**src/design/beq_pkg.sv**
```systemverilog
`default_nettype none

package beq_pkg;

    // Width of the millisecond time base; all stamps and differences wrap at this width.
    localparam int TIME_WIDTH = 32;

    localparam int CFG_INDEX_WIDTH = 3;
    localparam int CFG_DATA_WIDTH  = 16;
    localparam int VALUE_WIDTH     = 8;

    typedef logic [TIME_WIDTH-1:0] stamp_t;

    typedef enum logic [CFG_INDEX_WIDTH-1:0] {
        REG_DEBOUNCE_MS     = 3'd0,
        REG_DOUBLE_CLICK_MS = 3'd1,
        REG_LONG_PRESS_MS   = 3'd2,
        REG_DOUBLE_MODE     = 3'd3,
        REG_LONG_MODE       = 3'd4,
        REG_SWITCH_KIND     = 3'd5,
        REG_OPTION_FLAGS    = 3'd6,
        REG_DIMMER_LEVEL    = 3'd7
    } reg_index_t;

    typedef enum logic [1:0] {
        MODE_OFF  = 2'd0,
        MODE_LOW  = 2'd1,
        MODE_HIGH = 2'd2,
        MODE_BOTH = 2'd3
    } level_mode_t;

    typedef enum logic [1:0] {
        KIND_NORMAL    = 2'd0,
        KIND_PUSH_LOW  = 2'd1,
        KIND_PUSH_HIGH = 2'd2,
        KIND_DIMMER    = 2'd3
    } switch_kind_t;

    // option_flags bit positions
    localparam int OPT_SAFE    = 0;
    localparam int OPT_INVERT  = 1;
    localparam int OPT_MONITOR = 2;

    localparam logic [VALUE_WIDTH-1:0] VAL_DOUBLE     = 8'd3;
    localparam logic [VALUE_WIDTH-1:0] VAL_SAFE_FALSE = 8'd4;
    localparam logic [VALUE_WIDTH-1:0] VAL_LONG_LOW   = 8'd10;
    localparam logic [VALUE_WIDTH-1:0] VAL_LONG_HIGH  = 8'd11;

    localparam logic [1:0] CLICKS_DOUBLE = 2'd3;

    typedef struct packed {
        logic [15:0]      debounce_ms;
        logic [15:0]      double_click_ms;
        logic [15:0]      long_press_ms;
        level_mode_t      double_mode;
        level_mode_t      long_mode;
        switch_kind_t     kind;
        logic [2:0]       options;
        logic [7:0]       dimmer_level;
    } cfg_t;

    typedef struct packed {
        logic   last_level;
        logic   out_state;
        logic   shown_value;
        logic   safe_pending;
        logic [1:0] click_count;
        logic   long_fired;
        stamp_t debounce_stamp;
        stamp_t click_stamp;
        stamp_t press_stamp;
    } btn_state_t;

    typedef struct packed {
        logic                   task_event;
        logic                   monitor_event;
        logic [VALUE_WIDTH-1:0] event_value;
        logic                   display_value;
        logic                   output_state;
    } result_t;

    function automatic logic mode_matches(level_mode_t mode, logic level);
        return (mode == MODE_BOTH) || (mode == MODE_LOW && !level) ||
               (mode == MODE_HIGH && level);
    endfunction

endpackage

`default_nettype wire

```
**src/design/button_event_qualifier.sv**
```systemverilog
// Push button / switch event qualifier.
// Input channel (in_valid/in_stall): one polled sample per transfer: pin_valid,
// pin_level, a wrapping millisecond stamp now_ms and force_event. A transfer
// happens on a rising edge with in_valid high and in_stall low.
// Output channel (out_valid/out_stall): exactly one result per sample, in
// order: task_event, monitor_event, event_value, display_value, output_state.
// Config channel (cfg_valid/cfg_ready): cfg_index picks the register, cfg_data
// carries the value (low bits used); cfg_ready is always high. Write only idle.
// Path: an input transfer fills the sample register; when the result register is
// free or draining, the sample moves on into it and out_valid rises.
// Throughput: one sample per cycle while out_stall is low; the combinational decide
// logic between the two registers is the only work per sample.
// Stall: while out_stall holds a full result register, the sample register
// waits and in_stall rises once it is occupied; nothing is dropped.
// Reset: channels empty, button state zero, registers at defaults
// (debounce 50, double click 1000, long press 1000, others 0).
`default_nettype none

module button_event_qualifier
    import beq_pkg::*;
(
    input  wire logic                       clk,
    input  wire logic                       rst_n,
    // sample channel
    input  wire logic                       in_valid,
    output logic                            in_stall,
    input  wire logic                       pin_valid,
    input  wire logic                       pin_level,
    input  wire logic [TIME_WIDTH-1:0]      now_ms,
    input  wire logic                       force_event,
    // result channel
    output logic                            out_valid,
    input  wire logic                       out_stall,
    output logic                            task_event,
    output logic                            monitor_event,
    output logic [VALUE_WIDTH-1:0]          event_value,
    output logic                            display_value,
    output logic                            output_state,
    // configuration write channel
    input  wire logic                       cfg_valid,
    output logic                            cfg_ready,
    input  wire logic [CFG_INDEX_WIDTH-1:0] cfg_index,
    input  wire logic [CFG_DATA_WIDTH-1:0]  cfg_data
);

    cfg_t       cfg_reg;
    btn_state_t state_reg;
    btn_state_t state_next;
    result_t    res_next;
    result_t    res_reg;

    // sample register
    logic       s1_valid_reg;
    logic       s1_pin_valid_reg;
    logic       s1_level_reg;
    stamp_t     s1_now_reg;
    logic       s1_force_reg;

    logic       out_valid_reg;
    logic       advance;
    logic       in_take;

    // sample moves into the result register when that one is free or draining
    assign advance   = s1_valid_reg && (!out_valid_reg || !out_stall);
    assign in_stall  = s1_valid_reg && !advance;
    assign in_take   = in_valid && !in_stall;
    assign cfg_ready = 1'b1;

    always_ff @(posedge clk or negedge rst_n)
    begin
        if (!rst_n)
        begin
            cfg_reg.debounce_ms     <= 16'd50;
            cfg_reg.double_click_ms <= 16'd1000;
            cfg_reg.long_press_ms   <= 16'd1000;
            cfg_reg.double_mode     <= MODE_OFF;
            cfg_reg.long_mode       <= MODE_OFF;
            cfg_reg.kind            <= KIND_NORMAL;
            cfg_reg.options         <= '0;
            cfg_reg.dimmer_level    <= '0;
        end
        else if (cfg_valid && cfg_ready)
        begin
            case (reg_index_t'(cfg_index))
                REG_DEBOUNCE_MS:     cfg_reg.debounce_ms     <= cfg_data;
                REG_DOUBLE_CLICK_MS: cfg_reg.double_click_ms <= cfg_data;
                REG_LONG_PRESS_MS:   cfg_reg.long_press_ms   <= cfg_data;
                REG_DOUBLE_MODE:     cfg_reg.double_mode     <= level_mode_t'(cfg_data[1:0]);
                REG_LONG_MODE:       cfg_reg.long_mode       <= level_mode_t'(cfg_data[1:0]);
                REG_SWITCH_KIND:     cfg_reg.kind            <= switch_kind_t'(cfg_data[1:0]);
                REG_OPTION_FLAGS:    cfg_reg.options         <= cfg_data[2:0];
                REG_DIMMER_LEVEL:    cfg_reg.dimmer_level    <= cfg_data[7:0];
                default:             ;
            endcase
        end
    end

    beq_decide u_decide (
        .cfg         (cfg_reg),
        .cur         (state_reg),
        .pin_valid   (s1_pin_valid_reg),
        .pin_level   (s1_level_reg),
        .now_ms      (s1_now_reg),
        .force_event (s1_force_reg),
        .nxt         (state_next),
        .res         (res_next)
    );

    // control: valid flags and button state
    always_ff @(posedge clk or negedge rst_n)
    begin
        if (!rst_n)
        begin
            s1_valid_reg  <= 1'b0;
            out_valid_reg <= 1'b0;
            state_reg     <= '0;
        end
        else
        begin
            if (in_take)
            begin
                s1_valid_reg <= 1'b1;
            end
            else if (advance)
            begin
                s1_valid_reg <= 1'b0;
            end

            if (advance)
            begin
                out_valid_reg <= 1'b1;
                state_reg     <= state_next;
            end
            else if (!out_stall)
            begin
                out_valid_reg <= 1'b0;
            end
        end
    end

    // payload registers
    always_ff @(posedge clk)
    begin
        if (in_take)
        begin
            s1_pin_valid_reg <= pin_valid;
            s1_level_reg     <= pin_level;
            s1_now_reg       <= now_ms;
            s1_force_reg     <= force_event;
        end
        if (advance)
        begin
            res_reg <= res_next;
        end
    end

    assign out_valid     = out_valid_reg;
    assign task_event    = res_reg.task_event;
    assign monitor_event = res_reg.monitor_event;
    assign event_value   = res_reg.event_value;
    assign display_value = res_reg.display_value;
    assign output_state  = res_reg.output_state;

endmodule

`default_nettype wire

```
**src/design/beq_decide.sv**
```systemverilog
`default_nettype none

// One sample's decision: next state and result from current state and config.
module beq_decide
    import beq_pkg::*;
(
    input  wire cfg_t       cfg,
    input  wire btn_state_t cur,
    input  wire logic       pin_valid,
    input  wire logic       pin_level,
    input  wire stamp_t     now_ms,
    input  wire logic       force_event,
    output btn_state_t      nxt,
    output result_t         res
);

    stamp_t     since_debounce;
    stamp_t     since_click;
    stamp_t     since_press;
    logic       changed;
    logic       inv;
    logic       mon_on;
    logic       debounce_ok;
    logic       click_expired;
    logic       long_due;
    logic       long_needed;
    logic       new_out;
    logic       send;
    logic [1:0] clicks;

    assign since_debounce = now_ms - cur.debounce_stamp;
    assign since_click    = now_ms - cur.click_stamp;
    assign since_press    = now_ms - cur.press_stamp;

    assign changed       = pin_level != cur.last_level;
    assign inv           = cfg.options[OPT_INVERT];
    assign mon_on        = cfg.options[OPT_MONITOR];
    assign debounce_ok   = since_debounce >= stamp_t'(cfg.debounce_ms);
    assign click_expired = since_click >= stamp_t'(cfg.double_click_ms);
    assign long_due      = since_press >= stamp_t'(cfg.long_press_ms);

    always_comb
    begin
        nxt  = cur;
        res  = '0;
        send = 1'b0;

        clicks = (click_expired || cur.click_count == CLICKS_DOUBLE) ? 2'd0 : cur.click_count;
        if (clicks != 2'd0 || mode_matches(cfg.double_mode, pin_level))
        begin
            clicks = clicks + 2'd1;
        end

        case (cfg.kind)
            KIND_NORMAL:    new_out = pin_level;
            KIND_PUSH_LOW:  new_out = pin_level ? cur.out_state : !cur.out_state;
            KIND_PUSH_HIGH: new_out = pin_level ? !cur.out_state : cur.out_state;
            default:        new_out = cur.out_state;
        endcase

        long_needed = (cfg.kind == KIND_NORMAL) ||
                      (cfg.kind == KIND_PUSH_LOW && !pin_level) ||
                      (cfg.kind == KIND_PUSH_HIGH && pin_level);

        if (!pin_valid)
        begin
            // sample ignored
        end
        else if (cfg.options[OPT_SAFE] && changed && !cur.safe_pending)
        begin
            nxt.safe_pending = 1'b1;
        end
        else if (changed || force_event)
        begin
            nxt.safe_pending = 1'b0;
            nxt.press_stamp  = now_ms;
            nxt.long_fired   = 1'b0;
            if (debounce_ok)
            begin
                if (click_expired || cur.click_count == CLICKS_DOUBLE)
                begin
                    nxt.click_stamp = now_ms;
                end
                nxt.click_count    = clicks;
                nxt.last_level     = pin_level;
                nxt.debounce_stamp = now_ms;
                if (new_out != cur.out_state || force_event)
                begin
                    send = new_out ^ inv;
                    nxt.out_state   = new_out;
                    nxt.shown_value = send;
                    res.task_event    = 1'b1;
                    res.monitor_event = mon_on;
                    if (cfg.kind == KIND_DIMMER && send)
                    begin
                        res.event_value = cfg.dimmer_level;
                    end
                    else if (clicks == CLICKS_DOUBLE && cfg.double_mode != MODE_OFF)
                    begin
                        res.event_value = VAL_DOUBLE;
                    end
                    else
                    begin
                        res.event_value = {{(VALUE_WIDTH-1){1'b0}}, send};
                    end
                end
            end
        end
        else if (!cur.long_fired && mode_matches(cfg.long_mode, pin_level))
        begin
            nxt.safe_pending = 1'b0;
            if (long_due)
            begin
                nxt.long_fired = 1'b1;
                if (long_needed)
                begin
                    send = pin_level ^ inv;
                    nxt.shown_value   = send;
                    res.task_event    = 1'b1;
                    res.monitor_event = mon_on;
                    res.event_value   = send ? VAL_LONG_HIGH : VAL_LONG_LOW;
                end
            end
        end
        else if (cur.safe_pending)
        begin
            // change did not persist: false positive
            nxt.safe_pending  = 1'b0;
            res.event_value   = VAL_SAFE_FALSE;
            res.monitor_event = mon_on;
        end

        res.display_value = nxt.shown_value;
        res.output_state  = nxt.out_state;
    end

endmodule

`default_nettype wire
```
**config.mk**
```make
export PLATFORM = sky130hd
export DESIGN_NAME = button_event_qualifier
export DESIGN_NICKNAME = d
export VERILOG_FILES = /design/src/design/beq_pkg.sv /design/src/design/button_event_qualifier.sv /design/src/design/beq_decide.sv
export SDC_FILE = /design/constraint.sdc
export NUM_CORES = 1
export LEC_CHECK = 0
export BUFFER_PORTS_ARGS = -buffer_cell sky130_fd_sc_hd__buf_2
export CORE_UTILIZATION = 50
export CTS_BUF_LIST = sky130_fd_sc_hd__clkbuf_2 sky130_fd_sc_hd__clkbuf_4 sky130_fd_sc_hd__clkbuf_8
export DETAILED_ROUTE_END_ITERATION = 12
export PLACE_DENSITY_LB_ADDON = 0.08
export REMOVE_ABC_BUFFERS = 1
export SLEW_MARGIN = 20
export SYNTH_ARGS = -nofsm -noshare
export SYNTH_HDL_FRONTEND = slang
export SYNTH_SLANG_ARGS = --single-unit
export TNS_END_PERCENT = 100
```
**constraint.sdc**
```tcl
create_clock -name clk -period 9.6 [get_ports clk]
set_clock_uncertainty 0.2 [all_clocks]
set_input_delay 1.92 -clock clk [delete_from_list [all_inputs] [get_ports clk]]
set_output_delay 1.92 -clock clk [all_outputs]
set_load 0.02 [all_outputs]
```
==> parameters.txt <==
Parameter                              Value

Outcome
  Status ... finished, final reports clean

Layout
  Fraction of final layout cells sized beyond drive strength 1 ... 0.165
  N_diodes ... 0
  Flip-flop count of the largest register after layout ... 103
  Commonest cells after routing, fill and taps aside ... sky130_fd_sc_hd__nand2_1 (172), sky130_fd_sc_hd__inv_1 (164), sky130_fd_sc_hd__dfrtp_1 (155)
  Most common cell after layout, fill and taps aside ... sky130_fd_sc_hd__nand2_1
  Area growth syn-to-layout ... 11.1%
  Layout Cell Area excl Fill ... 16800 um2
  Number of filler instances in the final layout ... 2702
  Final net count ... 1899

Flow run
  Max_cap viols ... 0

Hold path
  Worst min-delay path category ... reg2reg

Logic synthesis
  Avg Inst Size Synth ... 9.30 um2
  Sequential-to-total area share from yosys stat ... 0.376
  Most frequently used flop master after synthesis ... sky130_fd_sc_hd__dfrtp_1
  Count of distinct cell types in the synthesized netlist ... 85
  Synthesized flop and latch total ... 217
  Count of yosys warnings during synthesis ... 0
  Number of instances in the synthesized netlist ... 1627
  Async set-or-reset flop fraction in the synthesized netlist ... 0.783
  Number of enable-type register cells in the synthesized netlist ... 47
  Mapped Area ... 15100 um2

Clock network
  Number of instances resized during post-cts repair ... 0
  CTS H-Tree Depth ... 2
  Number of buffers added for setup after CTS ... 0
  Clock root cell ... sky130_fd_sc_hd__clkbuf_8
  Clk sink count ... 217
  Clock buffer depth ... 3
  Clock latency at the later pin of the worst-skew pair ... 0.57 ns
  CTS Hold Bufs ... 0
  TritonCTS clock tree ... yes
  Clk pin slew, worst setup/hold paths ... 0.06 ns
  TritonCTS buffer count ... 40

Timing
  Final setup slack of the worst path ... 3.21 ns
  Worst-case headroom to the max-slew limit ... 0.366
  FMAX ... 157 MHz
  Minimum period implied by the final worst setup slack ... 6.39 ns
  Final cycle utilization of the critical path ... 0.666
  Number of endpoints with negative hold slack in the final report ... 0
  Aggregate negative setup slack ... 0 ns
  Unrepaired setup endpoints after global routing ... false
  Final setup violation count ... 0
  Slew of the pin with the lowest slew margin ... 0.951 ns
  Number of pins exceeding their max-slew limit in the final report ... 0

Placed design
  DP HPWL ... 29000 um
  Instance area at placement ... 15800 um2
  Port bufs ... 72
  Place WS ... 3.18 ns
  Gpl congestion ... 0.914

Pwr
  Maximum vdd ir drop ... 0.000162 V
  PD cells ... 339 nW/um2
  Total power draw ... 5.70 mW
  Static leakage ... 7.64 nW

Route
  Remaining antenna violation count ... 0
  Via count of the routed design ... 12000
  Top layer used by detailed routing ... met4
  Detailed-router iteration count before antenna repair ... 5
  Wire length reported by the detailed router ... 37900 um
  DR iter-0 viols ... 772
  Met2 wire len ... 17100 um
  Total length of routed met3 wires ... 1550 um
  Via-per-instance ratio ... 5.67
  Count of unresolved DRC violations after routing ... 0
  WL met1 ... 18300 um
  Routed WL per cell ... 17.9 um

Worst setup path
  Register-to-register setup slack ... 3.21 ns
  R2r endpoint ... state_reg[52]
  Critical path fanouts, max ... 32
  Worst Reg2Reg Path Length in Cells ... 25
  Data arrival time of the critical path ... 6.63 ns
  Nature of the critical path endpoint ... flop
  Crit path launch ... s1_now_reg[0]
  Kind of start point of the critical path ... flop
  Required time at the worst-slack endpoint ... 9.84 ns
  WS Path Type ... reg2reg
  Crit path capture ... state_reg[52]
  Startpoint of the lowest-slack register-to-register path ... s1_now_reg[0]

Die
  # rows ... 63
  I/O pin cnt ... 74
  Chip Height ... 176 um
  Area of the core ... 29700 um2
  Die Outline Area ... 31000 um2
  Die span in x ... 176 um
  Effective utilization at floorplan ... 0.509

Global routing
  Global-route wire length before repair ... 60300 um
  Via count of the first global-routing pass ... 11700
  Initial antenna violation count ... 0
  Remaining global-route overflow ... 0
  Aggregate global-route resource usage ... 0.249
  Largest net degree at the start of global routing ... 101
## logic make-up (layout without fill, tap and decap cells)
logic type | Yosys count | count (layout) | share of synthesized area
compound gates | 447 | 447 | 0.187
xor+xnor | 73 | 73 | 0.0422
fa+ha+maj | 146 | 146 | 0.122
buf+inv | 218 | 316 | 0.0568
flops | 217 | 217 | 0.376
mux | 102 | 102 | 0.0819
other cells | 1 | 1 | 0.000248
simple gates | 423 | 423 | 0.134
## power by group
group | internal, mW | switching [mW] | total, mW
clock | 0.679 | 0.416 | 1.09
combinational | 1.38 | 1.83 | 3.21
sequential | 1.24 | 0.155 | 1.40
total | 3.30 | 2.40 | 5.70
## layer usage
layer  track usage  up-vias
met4        0.0804        0
met3        0.0342       71
met1         0.339     5685
met2         0.407      276
met5             0        -
li1              -     5963
## cell usage after synthesis, types with 16 or more instances
library cell	number	area, um2
sky130_fd_sc_hd__xor2_1	34	298
sky130_fd_sc_hd__a21oi_1	121	606
sky130_fd_sc_hd__nand2b_1	16	100
sky130_fd_sc_hd__nor2_1	73	274
sky130_fd_sc_hd__dfrtp_1	155	3880
sky130_fd_sc_hd__a21o_1	41	308
sky130_fd_sc_hd__o21ai_0	132	661
sky130_fd_sc_hd__o211ai_1	17	128
sky130_fd_sc_hd__mux2_4	29	435
sky130_fd_sc_hd__mux2_2	59	664
sky130_fd_sc_hd__nand3_1	33	165
sky130_fd_sc_hd__nand2_1	172	646
sky130_fd_sc_hd__nand4_1	26	163
sky130_fd_sc_hd__clkbuf_1	37	139
sky130_fd_sc_hd__inv_1	164	616
sky130_fd_sc_hd__nor3_1	28	140
sky130_fd_sc_hd__edfxtp_1	47	1410
sky130_fd_sc_hd__ha_1	143	1790
sky130_fd_sc_hd__xnor2_1	39	342
## final cells by class
| class | count | area, um2 | share of cell area |
|---|---|---|---|
| clock buffer | 55 | 719 | 0.0428 |
| clock inverter | 18 | 274 | 0.0163 |
| inverter | 164 | 616 | 0.0366 |
| multi-input combinational | 1192 | 8620 | 0.512 |
| sequential | 217 | 5680 | 0.338 |
| tap | 390 | 488 | 0.0290 |
| timing repair buffer | 79 | 419 | 0.0249 |
## metrics by stage
step	util	cells	hold slack, ns
2_1_floorplan	-	1573	0.250
3_3_place_gp	0.532	2042	0.269
3_5_place_dp	0.532	2042	0.271
4_1_cts	0.566	2115	0.285
5_1_grt	0.566	2115	0.313
6_report	0.566	2115	0.279
## critical path, cell delays in order, from the launching register on
cell and delay, ns:
sky130_fd_sc_hd__edfxtp_1 0.40, sky130_fd_sc_hd__inv_1 0.14, sky130_fd_sc_hd__ha_1 0.18, sky130_fd_sc_hd__inv_1 0.06
sky130_fd_sc_hd__fa_1 0.40, sky130_fd_sc_hd__a21o_1 0.20, sky130_fd_sc_hd__a311oi_1 0.51, sky130_fd_sc_hd__nor2_1 0.17
sky130_fd_sc_hd__nor2_1 0.17, sky130_fd_sc_hd__o21ai_0 0.12, sky130_fd_sc_hd__xor2_1 0.17, sky130_fd_sc_hd__ha_1 0.31
sky130_fd_sc_hd__and4_1 0.23, sky130_fd_sc_hd__nand4_1 0.10, sky130_fd_sc_hd__o21ai_0 0.11, sky130_fd_sc_hd__a2111oi_1 0.28
sky130_fd_sc_hd__o211ai_1 0.14, sky130_fd_sc_hd__nor4_1 0.18, sky130_fd_sc_hd__and4_1 0.22, sky130_fd_sc_hd__nand4_1 0.11
sky130_fd_sc_hd__or3_1 0.35, sky130_fd_sc_hd__nand2_2 0.36, sky130_fd_sc_hd__buf_4 0.39, sky130_fd_sc_hd__nor2_4 0.04
sky130_fd_sc_hd__buf_4 0.33, sky130_fd_sc_hd__mux2_4 0.36
## worst min-delay path by stage
stage	start	end	cells past startpoint
after floorplan	state_reg[65]	state_reg[65]	2
after global routing	state_reg[82]	state_reg[82]	1
after CTS	state_reg[65]	state_reg[65]	2
after detailed placement	state_reg[65]	state_reg[65]	2
after global placement	state_reg[65]	state_reg[65]	2
final	state_reg[65]	state_reg[65]	2
Note: power is estimated with default switching activity, not from simulation.
